==> config.mk <==
export PLATFORM = sky130hd
export DESIGN_NAME = lal_front
export DESIGN_NICKNAME = d
export VERILOG_FILES = /design/src/lal_pkg.sv /design/src/lal_front.sv
export SDC_FILE = /design/constraint.sdc
export NUM_CORES = 2
export LEC_CHECK = 0
export BUFFER_PORTS_ARGS = -buffer_cell sky130_fd_sc_hd__buf_2
export CORE_ASPECT_RATIO = 0.8
export CORE_MARGIN = 4
export CORE_UTILIZATION = 55
export DETAILED_ROUTE_END_ITERATION = 12
export PLACE_DENSITY = 0.7
export SETUP_SLACK_MARGIN = 0.2
export SYNTH_ARGS = -nofsm -noshare
export SYNTH_HDL_FRONTEND = slang
export SYNTH_SLANG_ARGS = --single-unit
==> constraint.sdc <==
create_clock -name clock -period 27 [get_ports clock]
set_input_delay 1.35 -clock clock [delete_from_list [all_inputs] [get_ports clock]]
set_output_delay 1.35 -clock clock [all_outputs]
set_load 0.02 [all_outputs]
==> src/lal_pkg.sv <==
// ----------------------------------------------------------------------------
// lal_pkg
// Shared types, constants and elaboration-time tables for the log-average
// luminance block.
// ----------------------------------------------------------------------------
package lal_pkg;

   localparam int MAX_PIXELS_DEF    = 4194304;
   localparam int LOG_FRAC_BITS_DEF = 16;
   localparam int LFB_MAX           = 24;
   localparam int CNT_W             = 27;
   localparam int SUM_W             = 48;
   localparam int QUEUE_DEPTH       = 4;

   localparam logic [15:0] W_RED   = 16'd13933;
   localparam logic [15:0] W_GREEN = 16'd46871;
   localparam logic [15:0] W_BLUE  = 16'd4732;

   typedef struct packed {
      logic [31:0] red_value;
      logic [31:0] green_value;
      logic [31:0] blue_value;
      logic        last_pixel;
   } lal_req_type;

   typedef struct packed {
      logic [31:0] mean_luminance;
      logic [22:0] pixels_counted;
      logic        count_overflow;
   } lal_rsp_type;

   typedef struct packed {
      logic [31:0]      luminance;
      logic             counted;
      logic             last;
      logic [CNT_W-1:0] count;
      logic             overflow;
   } lal_entry_type;

   typedef logic [31:0] lal_root_tab_type [0:LFB_MAX];

   function automatic logic [63:0] isqrt64(input logic [63:0] x_in);
      logic [63:0] x;
      logic [63:0] r;
      logic [63:0] b;
      x = x_in;
      r = '0;
      b = 64'h4000_0000_0000_0000;
      for (int i = 0; i < 32; i++) begin
         if (x >= r + b) begin
            x = x - (r + b);
            r = (r >> 1) + b;
         end else begin
            r = r >> 1;
         end
         b = b >> 2;
      end
      return r;
   endfunction

   function automatic lal_root_tab_type build_roots();
      lal_root_tab_type t;
      logic [63:0]      v;
      v    = 64'h8000_0000;
      t[0] = 32'h8000_0000;
      for (int k = 1; k <= LFB_MAX; k++) begin
         v    = isqrt64(v << 30);
         t[k] = v[31:0];
      end
      return t;
   endfunction

endpackage

==> src/lal_front.sv <==
// ----------------------------------------------------------------------------
// lal_front
// Accepts pixels, forms luminance and classifies each pixel as counted or
// dropped against the pixel limit.
// ----------------------------------------------------------------------------
module lal_front #(
   parameter int MAX_PIXELS = lal_pkg::MAX_PIXELS_DEF
) (
   input  logic                   clock,
   input  logic                   reset,
   input  logic                   req_valid,
   output logic                   req_stall,
   input  lal_pkg::lal_req_type   req_payload,
   input  logic                   q_full,
   output logic                   q_push,
   output lal_pkg::lal_entry_type q_entry
);
   import lal_pkg::*;

   logic [CNT_W-1:0] cnt_ff, cnt_in;
   logic             ovf_ff, ovf_in;
   logic             accept;
   logic             counted;
   logic [CNT_W-1:0] cnt_next;
   logic             ovf_next;
   logic [49:0]      lum_sum;

   assign req_stall = q_full;
   assign accept    = req_valid & ~q_full;

   assign lum_sum = 50'(req_payload.red_value)   * 50'(W_RED)
                  + 50'(req_payload.green_value) * 50'(W_GREEN)
                  + 50'(req_payload.blue_value)  * 50'(W_BLUE);

   assign counted  = (cnt_ff != CNT_W'(MAX_PIXELS));
   assign cnt_next = counted ? cnt_ff + CNT_W'(1) : cnt_ff;
   assign ovf_next = ovf_ff | ~counted;

   assign q_push            = accept;
   assign q_entry.luminance = lum_sum[47:16];
   assign q_entry.counted   = counted;
   assign q_entry.last      = req_payload.last_pixel;
   assign q_entry.count     = cnt_next;
   assign q_entry.overflow  = ovf_next;

   always_comb begin
      cnt_in = cnt_ff;
      ovf_in = ovf_ff;
      if (accept) begin
         cnt_in = req_payload.last_pixel ? '0 : cnt_next;
         ovf_in = req_payload.last_pixel ? 1'b0 : ovf_next;
      end
   end

   always_ff @(posedge clock) begin
      if (reset) begin
         cnt_ff <= '0;
         ovf_ff <= 1'b0;
      end else begin
         cnt_ff <= cnt_in;
         ovf_ff <= ovf_in;
      end
   end

endmodule

* Word-level counts from Yosys, hierarchy flattened
Cells that the tools add are included.
** Storage, ports and cells
- Register bits :: 28
- Input bits :: 101
- Output and inout port bits :: 64
- Word-level logic and storage cells :: 16
** Cells by class
- $add $sub $neg :: 3
- $mul :: 3
- Equal/unequal tests :: 1
- Multiplexer cells :: 3
- Bitwise operators :: 4
** Operators with widths (count)
- $mux 27 :: 2
- $add 46x48->48 :: 1
- $add 48x45->48 :: 1
- $mul 32x16->48 const B :: 1
- $mul 32x14->46 const B :: 1
- $mul 32x11->43 const B :: 1
- $add 27x1->27 const B :: 1
- $ne 27x23->1 const B :: 1
- $not 1->1 :: 2
- $and 1x1->1 :: 1
- $mux 1 :: 1
- $or 1x1->1 :: 1

* Logic depth before layout (Yosys ltp)
- Depth after elaboration :: 4
- Mapped depth :: 41
- Depth with buffers taken out :: 41

* Least setup slack after synthesis
OpenSTA, ideal clock, no wires.
- Kind :: input port to output port
- From :: input port req_payload[6] in the netlist's numbering
- To :: output port q_entry[61] in the netlist's numbering
- Arrival :: 10827 ps
- Required time :: 25650 ps
- Path slack :: 14823 ps
- Cell stages on the path :: 40
- Buffers on the path :: 0
- Cells stage by stage :: inv_1 > fa_1 > inv_1 > ha_1 > inv_1 > fa_1 > inv_1 > fa_1 > inv_1 > fa_1 > inv_1 > ha_1 > and3_1 > a311o_1 > o21ai_0 > and2_1 > nand2b_1 > o21ai_0 > [4 not listed] > inv_1 > fa_1 > fa_1 > inv_1 > fa_1 > inv_1 > fa_1 > inv_1 > ha_1 > a21oi_1 > o21ai_0 > a221oi_1 > nor2_1 > a211o_1 > a221o_1 > a31o_2 > a21oi_2 > xnor2_1
** RTL lines
- start, declared :: RTL line lal_front.sv:13 : input lal_pkg::lal_req_type req_payload,
- end, declared :: RTL line lal_front.sv:16 : output lal_pkg::lal_entry_type q_entry

==> impl_metrics.toml <==
[clocking]
clock_latency_ps = 260
cts.sinks = 28
ctsResizeCount = 0
path_clk_slew_ps = 60
cts_buffer_depth = 2
postCtsHoldBufs = 0
htreeDepth = 1
cts_tree = "yes"
root_buffer = "clkbuf_16"
numCtsBuffers = 3
post_cts_buffers = 0

[flow_run]
max_cap_viol_count = 0

[detailed_routing]
route.vias.total = 18800
first_pass_iters = 5
avgViaCountPerCell = 5.28
antenna_left = 0
wire_per_inst_um = 19.0
drc_errors = 0
routed_wirelength_um = 67500
drtIter0Drc = 1252

[synthesis]
yosysWarnings = 0
synth-edff-count = 0
syn_inst = 2750
synthArstFlopShare = 0
ys_ff_latch = 28
ys_types = 72
avgSynthCellArea_um2 = 10.1
synth_top_area_share = 0.502
ys_top_cells_by_count = "inv_1, fa_1, ha_1"
synth_area_leaders = "fa_1, ha_1, inv_1"
synth.most_common_cell = "inv_1"
yosys.area.top_type = "fa_1"
syn_nets = 4020
synth_ff_type = "dfxtp_1"
ys_seq_area_frac = 0.0201
synth_area_mm2 = 0.0279

[placement]
hpwl_um = 63100
place_ws_ps = 13540
place.gp.congestion = 0.972
port_buffers = 164

[global_route]
overflow = 0
grt_pass1_wl_um = 113000
grt_pass1_vias = 21300
gr-usage-all-layers = 0.262
grt_max_degree = 29
antenna_found_initial = 1

[critical_path]
max_stage_delay_ps = 580
slowest_stage = "fa_1"
r2r_cells = 10
crit_arrival_ps = 12120
path_class = "primary input to output port"
critical_path_required_ps = 25650
critPathCaptureType = "output port"
crit_fanout = 6
setup.worst_path.start_class = "primary input"

[timing]
fin_crit_ps = 13470
slew_headroom = 0.475
grt_setup_unrepaired = "no"
fmax_mhz = 74.3
fin_tns_setup_ps = 0
finalSetupViolCount = 0
fin_ws_ps = 13530
clock_skew_ps = 6.60
slew_viol_final = 0
tightest_slew_ps = 785
hold_viol = 0
fin_crit_sh = 0.499

[finish]
final_core_utilization = 0.591
drive_gt1_frac = 0.0665
final-seq-area_um2 = 561
antenna_cells = 0
fillers = 4302
multi_input_area_mm2 = 0.0238
nets = 4159
syn2layout_area_growth_pct = 5.77

[floorplan]
rows = 73
die_h_um = 209
fp.dieW_um = 260
boundaryPins = 165
coreArea_mm2 = 0.0499
start_util = 0.559
die-area_mm2 = 0.0543

[worst_hold_path]
hold_path_depth = 2
hold_path_class = "register to register"

[status]
status = "finished, final reports clean"
[sequential cells by signal, indices dropped and copies added (netlist names)]
name / cells
cnt_ff: 27
ovf_ff: 1
[critical path: cells and delay by family]
| family | cells | cell delay (ps) |
|---|---|---|
| adder cells (fa/ha/maj) | 13 | 5930 |
| AO/OA/AOI/OAI | 9 | 2430 |
| AND/OR/NAND/NOR | 6 | 1350 |
| buffers and inverters | 12 | 1040 |
[final cells by class]
cell class                 count  area share
sequential                    28      0.0190
tap                          675      0.0287
timing repair buffer         164      0.0278
clock buffer                   3     0.00255
multi-input combinational   1793       0.807
inverter                     899       0.114
[per-layer routing]
layer / wire length (µm) / vias to the layer above / global-route usage / part of all wire
met5: 13 / - / 0 / 0.00019
met4: 918 / 2 / 0.0303 / 0.014
met3: 5720 / 59 / 0.0633 / 0.085
met2: 29900 / 583 / 0.406 / 0.44
met1: 31000 / 9511 / 0.392 / 0.46
li1: - / 8636 / - / -
[stage by stage]
| step | hold WS (ps) | cell area (µm²) | std cells |
|---|---|---|---|
| 2_1_floorplan | 469 | 27900 | 2750 |
| 3_3_place_gp | 510 | 29400 | 3559 |
| 3_5_place_dp | 523 | 29400 | 3559 |
| 4_1_cts | 532 | 29500 | 3562 |
| 5_1_grt | 569 | 29500 | 3562 |
| 6_report | 532 | 29500 | 3562 |
[layout by cell type (no fill, tap or decap), types with 38 or more instances in the layout]
cell type	n
xor2_1	38
a21oi_1	87
inv_1	899
o21ai_0	52
buf_2	164
nor2_1	75
xnor2_1	53
nand2_1	51
fa_1	699
ha_1	470
[cell families (layout without fill, tap and decap cells)]
kind of cell	after synthesis	in the layout	share of synthesized area
AOI/OAI and AO/OA	277	277	0.0652
xor gates and xnor gates	91	91	0.0286
adders and majority gates	1169	1169	0.713
buffers and inverters	929	1066	0.126
DFF	28	28	0.0201
muxes	1	1	0.000359
and+or+nand+nor	255	255	0.0466
[final timing paths]
path | start | endpoint | slack (ps)
min | ovf_ff$_SDFFE_PP0P_ | ovf_ff$_SDFFE_PP0P_ | 530
max | req_payload[6] | q_entry[54] | 13530
max reg2reg | cnt_ff[0]$_SDFFE_PP0P_ | cnt_ff[26]$_SDFFE_PP0P_ | 24190
min reg2reg | ovf_ff$_SDFFE_PP0P_ | ovf_ff$_SDFFE_PP0P_ | 530
Power is left out: the tool's default activity adds up to more than one toggle a clock period on the data nets, which glitch-free logic cannot reach.
