### config.mk
export PLATFORM = sky130hd
export DESIGN_NAME = lal_queue
export DESIGN_NICKNAME = d
export VERILOG_FILES = /design/src/lal_pkg.sv /design/src/lal_queue.sv
export SDC_FILE = /design/constraint.sdc
export NUM_CORES = 1
export LEC_CHECK = 0
export ABC_CLOCK_PERIOD_IN_PS = 7200
export BUFFER_PORTS_ARGS = -buffer_cell sky130_fd_sc_hd__buf_4
export CAP_MARGIN = 20
export CORE_MARGIN = 5
export CORE_UTILIZATION = 56
export CTS_BUF_LIST = sky130_fd_sc_hd__clkbuf_2 sky130_fd_sc_hd__clkbuf_4 sky130_fd_sc_hd__clkbuf_8
export CTS_CLUSTER_SIZE = 10
export DETAILED_ROUTE_END_ITERATION = 10
export PLACE_DENSITY = 0.83
export SKIP_LAST_GASP = 1
export SYNTH_ARGS = -nofsm -noshare
export SYNTH_HDL_FRONTEND = slang
export SYNTH_SLANG_ARGS = --single-unit
### constraint.sdc
create_clock -name clock -period 7.2 [get_ports clock]
set_input_delay 0.72 -clock clock [delete_from_list [all_inputs] [get_ports clock]]
set_output_delay 0.72 -clock clock [all_outputs]
set_load 0.05 [all_outputs]
### src/lal_pkg.sv
// ----------------------------------------------------------------------------
// lal_pkg
// Shared types, constants and elaboration-time tables for the log-average
// luminance block.
// ----------------------------------------------------------------------------
package lal_pkg;

   localparam int MAX_PIXELS_DEF    = 4194304;
   localparam int LOG_FRAC_BITS_DEF = 16;
   localparam int LFB_MAX           = 24;
   localparam int CNT_W             = 27;
   localparam int SUM_W             = 48;
   localparam int QUEUE_DEPTH       = 4;

   localparam logic [15:0] W_RED   = 16'd13933;
   localparam logic [15:0] W_GREEN = 16'd46871;
   localparam logic [15:0] W_BLUE  = 16'd4732;

   typedef struct packed {
      logic [31:0] red_value;
      logic [31:0] green_value;
      logic [31:0] blue_value;
      logic        last_pixel;
   } lal_req_type;

   typedef struct packed {
      logic [31:0] mean_luminance;
      logic [22:0] pixels_counted;
      logic        count_overflow;
   } lal_rsp_type;

   typedef struct packed {
      logic [31:0]      luminance;
      logic             counted;
      logic             last;
      logic [CNT_W-1:0] count;
      logic             overflow;
   } lal_entry_type;

   typedef logic [31:0] lal_root_tab_type [0:LFB_MAX];

   function automatic logic [63:0] isqrt64(input logic [63:0] x_in);
      logic [63:0] x;
      logic [63:0] r;
      logic [63:0] b;
      x = x_in;
      r = '0;
      b = 64'h4000_0000_0000_0000;
      for (int i = 0; i < 32; i++) begin
         if (x >= r + b) begin
            x = x - (r + b);
            r = (r >> 1) + b;
         end else begin
            r = r >> 1;
         end
         b = b >> 2;
      end
      return r;
   endfunction

   function automatic lal_root_tab_type build_roots();
      lal_root_tab_type t;
      logic [63:0]      v;
      v    = 64'h8000_0000;
      t[0] = 32'h8000_0000;
      for (int k = 1; k <= LFB_MAX; k++) begin
         v    = isqrt64(v << 30);
         t[k] = v[31:0];
      end
      return t;
   endfunction

endpackage

### src/lal_queue.sv
// ----------------------------------------------------------------------------
// lal_queue
// Short first-in first-out queue between the front and back parts.
// ----------------------------------------------------------------------------
module lal_queue (
   input  logic                   clock,
   input  logic                   reset,
   input  logic                   push,
   input  lal_pkg::lal_entry_type push_entry,
   output logic                   full,
   input  logic                   pop,
   output logic                   not_empty,
   output lal_pkg::lal_entry_type head
);
   import lal_pkg::*;

   localparam int PTR_W = $clog2(QUEUE_DEPTH);

   lal_entry_type    slot_ff [QUEUE_DEPTH];
   logic [PTR_W-1:0] wr_ff, wr_in;
   logic [PTR_W-1:0] rd_ff, rd_in;
   logic [PTR_W:0]   fill_ff, fill_in;
   logic             do_push;
   logic             do_pop;

   assign full      = (fill_ff == (PTR_W+1)'(QUEUE_DEPTH));
   assign not_empty = (fill_ff != '0);
   assign head      = slot_ff[rd_ff];
   assign do_push   = push & ~full;
   assign do_pop    = pop & not_empty;

   always_comb begin
      wr_in   = do_push ? wr_ff + PTR_W'(1) : wr_ff;
      rd_in   = do_pop  ? rd_ff + PTR_W'(1) : rd_ff;
      fill_in = fill_ff + (PTR_W+1)'(do_push) - (PTR_W+1)'(do_pop);
   end

   always_ff @(posedge clock) begin
      if (do_push) begin
         slot_ff[wr_ff] <= push_entry;
      end
   end

   always_ff @(posedge clock) begin
      if (reset) begin
         wr_ff   <= '0;
         rd_ff   <= '0;
         fill_ff <= '0;
      end else begin
         wr_ff   <= wr_in;
         rd_ff   <= rd_in;
         fill_ff <= fill_in;
      end
   end

endmodule

After elaboration in Yosys (flattened, before gate mapping)
Memories as Yosys holds them, arrays and structs flattened. A register that Yosys moved wholly into a read port is not among the register bits. Cells that the tools add are included.

Output and inout port bits: 64. Bits of input ports: 66. RAM bits: 248. Register bits: 7. Memories: 1.

Add/subtract/negate cells: 4. Reductions and logical operators: 1. Bitwise gates (word level): 3. Muxes and demuxes: 4. Equal/unequal tests: 1.

Memory list: slot_ff (words 4, width 62, read ports 1, clocked after Yosys merged registers in 1, wr ports 1, line lal_queue.sv:19) `lal_entry_type slot_ff [QUEUE_DEPTH];`.

Operator list (number): 2-bit by 1-bit adder with 2-bit output, second input constant (2); 2-bit 2-to-1 mux (2); 3-bit by 1-bit adder with 3-bit output (1); 3-bit equality test, second input constant (1); 3-bit nonzero test (1); 3-bit by 1-bit subtractor with 3-bit output (1); 1-bit AND (2); 1-bit 2-to-1 mux (2); 1-bit NOT (1).

Depth between registers and ports, before layout
Depth in word-level cells: 5. Mapped depth: 11.

Worst setup path before layout
No wires, ideal clock.

Path kind: input -> register. Start point: input port push. End point: memory slot_ff[0][0] (netlist bit) (enable). Cell stages on the path: 3. Path slack: 4264 ps. Data arrival time: 2509 ps. Library setup time: 426 ps. Path buffers: 0. Data required time: 6774 ps. Cell sequence: inv_1 > nor2_1 > and2_1.

Longest elaborated chain between the ends: 3.

RTL lines: from (decl) (line lal_queue.sv:8) `input logic push,`; 1-bit AND (line lal_queue.sv:29) `assign do_push = push & ~full;`; 1-bit 2-to-1 mux (line lal_queue.sv:39) `if (do_push) begin`; 1-bit 2-to-1 mux (not written as such) (line lal_queue.sv:40) `slot_ff[wr_ff] <= push_entry;`; to (decl) (line lal_queue.sv:19).

Every way passes these cells.

==> results.cfg <==
[place]
gp_congestion = 0.716
place_inst = 708
numPortBuffers = 129
dp_hpwl_um = 9260
dp_worst_setup_slack_ns = 4.11

[clock_network]
cts.sinks = 257
h-tree-depth = 2
post_cts_buffers = 0
clk_path_buf_depth = 3
clk_pin_slew_worst_paths_ns = 0.06
root_buffer = clkbuf_8
clock_latency_ns = 0.51
numCtsBuffers = 40
cts.repair.resized = 0
holdBufCountCts = 0
cts_tree = built

[setup_path]
cp_top_family = buffers and inverters
cp-start-kind = flip-flop
critPathMaxStageDelay_ns = 0.72
slowest_stage = dfxtp_4
path_buf_inv = 2
cp-end-kind = output port
critPathRequiredTime_ns = 6.48
arrival_ns = 2.81
critical_path.reg2reg.startpoint = fill_ff[1]$_SDFF_PP0_
path_max_fanout = 33
path_cells = buf_4 -> mux4_1 -> buf_4
worstSetupPathType = reg2out
cp_common_cell = buf_4

[final_layout]
n_antenna_cell = 0
nFillCells = 1044
instances_no_fill = 777
seq_area_sq_mm = 0.00763
drive_gt1_frac = 0.472
final_common_cell = edfxtp_1
area_growth_pct = 20.1
multi_input_area_sq_mm = 0.00168
final_cell_mix = edfxtp_1, buf_4, mux4_2
fin_nets = 603

[drt]
post-route-drc-count = 0
routed_wl_um = 16300
vias_per_cell = 5.48
postRouteAntennaNets = 0
avgRoutedWirePerCell_um = 20.9
drt-initial-drc-count = 222
dr_total_vias = 4259
firstDrtPassIters = 6

[synth]
syn-cell-area_sq_mm = 0.00948
synth_largest_area_cell = edfxtp_1
syn_inst = 373
synth_top_area_frac = 0.785
avgSynthCellArea_sq_um = 25.4
yosysUniqueCellTypes = 25
yosysSeqAreaShare = 0.804
yosys_register_bits = 257
synthTopCellsByArea = edfxtp_1, mux4_2, dfxtp_1
syn_nets = 446
yosysWarnings = 0

[timing]
rsz0062_at_grt = false
fmax_ghz = 0.284
drv_slew = 0
tightestPinTransition_ns = 0.959
finalHoldViolations = 0
setup_tns_ns = 0
setup_ws_ns = 3.67
fin_crit_ns = 3.53
period_share = 0.490
finalSetupViolCount = 0
slew_headroom = 0.360
clock_skew_ns = 0.0179

[min_path]
hold_start = push_entry[9]
min_path_type = in2reg

[status]
status = complete, no violations

[floorplanning]
io_pins = 130
rows = 47
core-area_sq_mm = 0.0166
initial_core_util = 0.572
die_area_sq_mm = 0.0196
die_w_um = 140
chipHeight_um = 140

[global_routing]
grt_usage = 0.169
grt_pass1_vias = 4801
antenna_found_initial = 0
overflow = 0
grt_max_degree = 63
grt_pass1_wl_um = 25700

[power]
total_power_mw = 4.55
ir_drop_uv = 283
p_leak_nw = 3.88
p_per_area_mw_per_mm2 = 399

[run]
drv_cap = 0
==> stage by stage <==
step	hold slack [ns]	utilization	instance area (sq um)
final	0.401	0.687	11400
after detailed placement	0.512	0.638	10600
after CTS	0.355	0.687	11400
after global placement	0.491	0.638	10600
after global routing	0.357	0.687	11400
after floorplan	0.482	-	9480
==> per-layer routing <==
| metal | up-vias | part of all wire | global-route usage |
|---|---|---|---|
| li1 | 1901 | - | - |
| met1 | 2223 | 0.40 | 0.211 |
| met2 | 125 | 0.52 | 0.286 |
| met3 | 10 | 0.070 | 0.0579 |
| met4 | 0 | 0.0090 | 0.0444 |
| met5 | - | 0 | 0 |
==> layout make-up <==
| cell class | instances | area share |
|---|---|---|
| Tap cell | 220 | 0.0242 |
| Inverter | 6 | 0.00198 |
| Clock inverter | 8 | 0.00363 |
| Clock buffer | 61 | 0.0671 |
| Sequential cell | 257 | 0.670 |
| Multi-Input combinational cell | 95 | 0.147 |
| Timing Repair Buffer | 130 | 0.0857 |
==> registers in the layout (all words and copies together) (netlist names), named ones only <==
signal / cells
fill_ff: 3
wr_ff: 2
slot_ff: 248
rd_ff: 2
==> logic make-up (layout without fill, tap and decap cells) <==
family | count (synthesis) | in the layout | synth area share
buf+inv | 21 | 205 | 0.0202
compound gates | 4 | 4 | 0.00290
simple gates | 18 | 18 | 0.0108
flops | 257 | 257 | 0.804
fa+ha+maj | 7 | 7 | 0.0100
mux | 63 | 63 | 0.149
xor+xnor | 3 | 3 | 0.00277
==> synth_stat cells <==
cell and n:
edfxtp_1 248, mux4_2 60, dfxtp_1 9, buf_12 6
buf_2 6, ha_1 6, inv_1 6, nor2_1 6
and2_1 5, clkbuf_1 2, mux4_1 2, nand2b_1 2
or3_1 2, xor2_1 2, a21oi_1 1, buf_6 1
fa_1 1, mux2i_1 1, nor2b_1 1, nor3_1 1
nor3b_2 1, o21ai_0 1, o311ai_0 1, o31a_1 1
xnor2_1 1
==> final timing paths <==
check             cells after the start  slack [ns]                       to
hold reg to reg                       2        0.53    rd_ff[1]$_SDFFE_PP0P_
hold / removal                        1        0.40  slot_ff[3][9]$_DFFE_PP_
setup / recovery                      3        3.67                 head[57]
setup reg to reg                     11        4.73    fill_ff[2]$_SDFF_PP0_
==> where the power goes <==
part	total (mW)	switching, mW	internal [mW]	leakage [nW]
Combinational	1.43	0.915	0.514	1.11
Clock	1.19	0.513	0.675	0.424
Sequential	1.93	0.108	1.82	2.35
Total	4.55	1.54	3.01	3.88
Note: power is estimated with default switching activity, not from simulation.
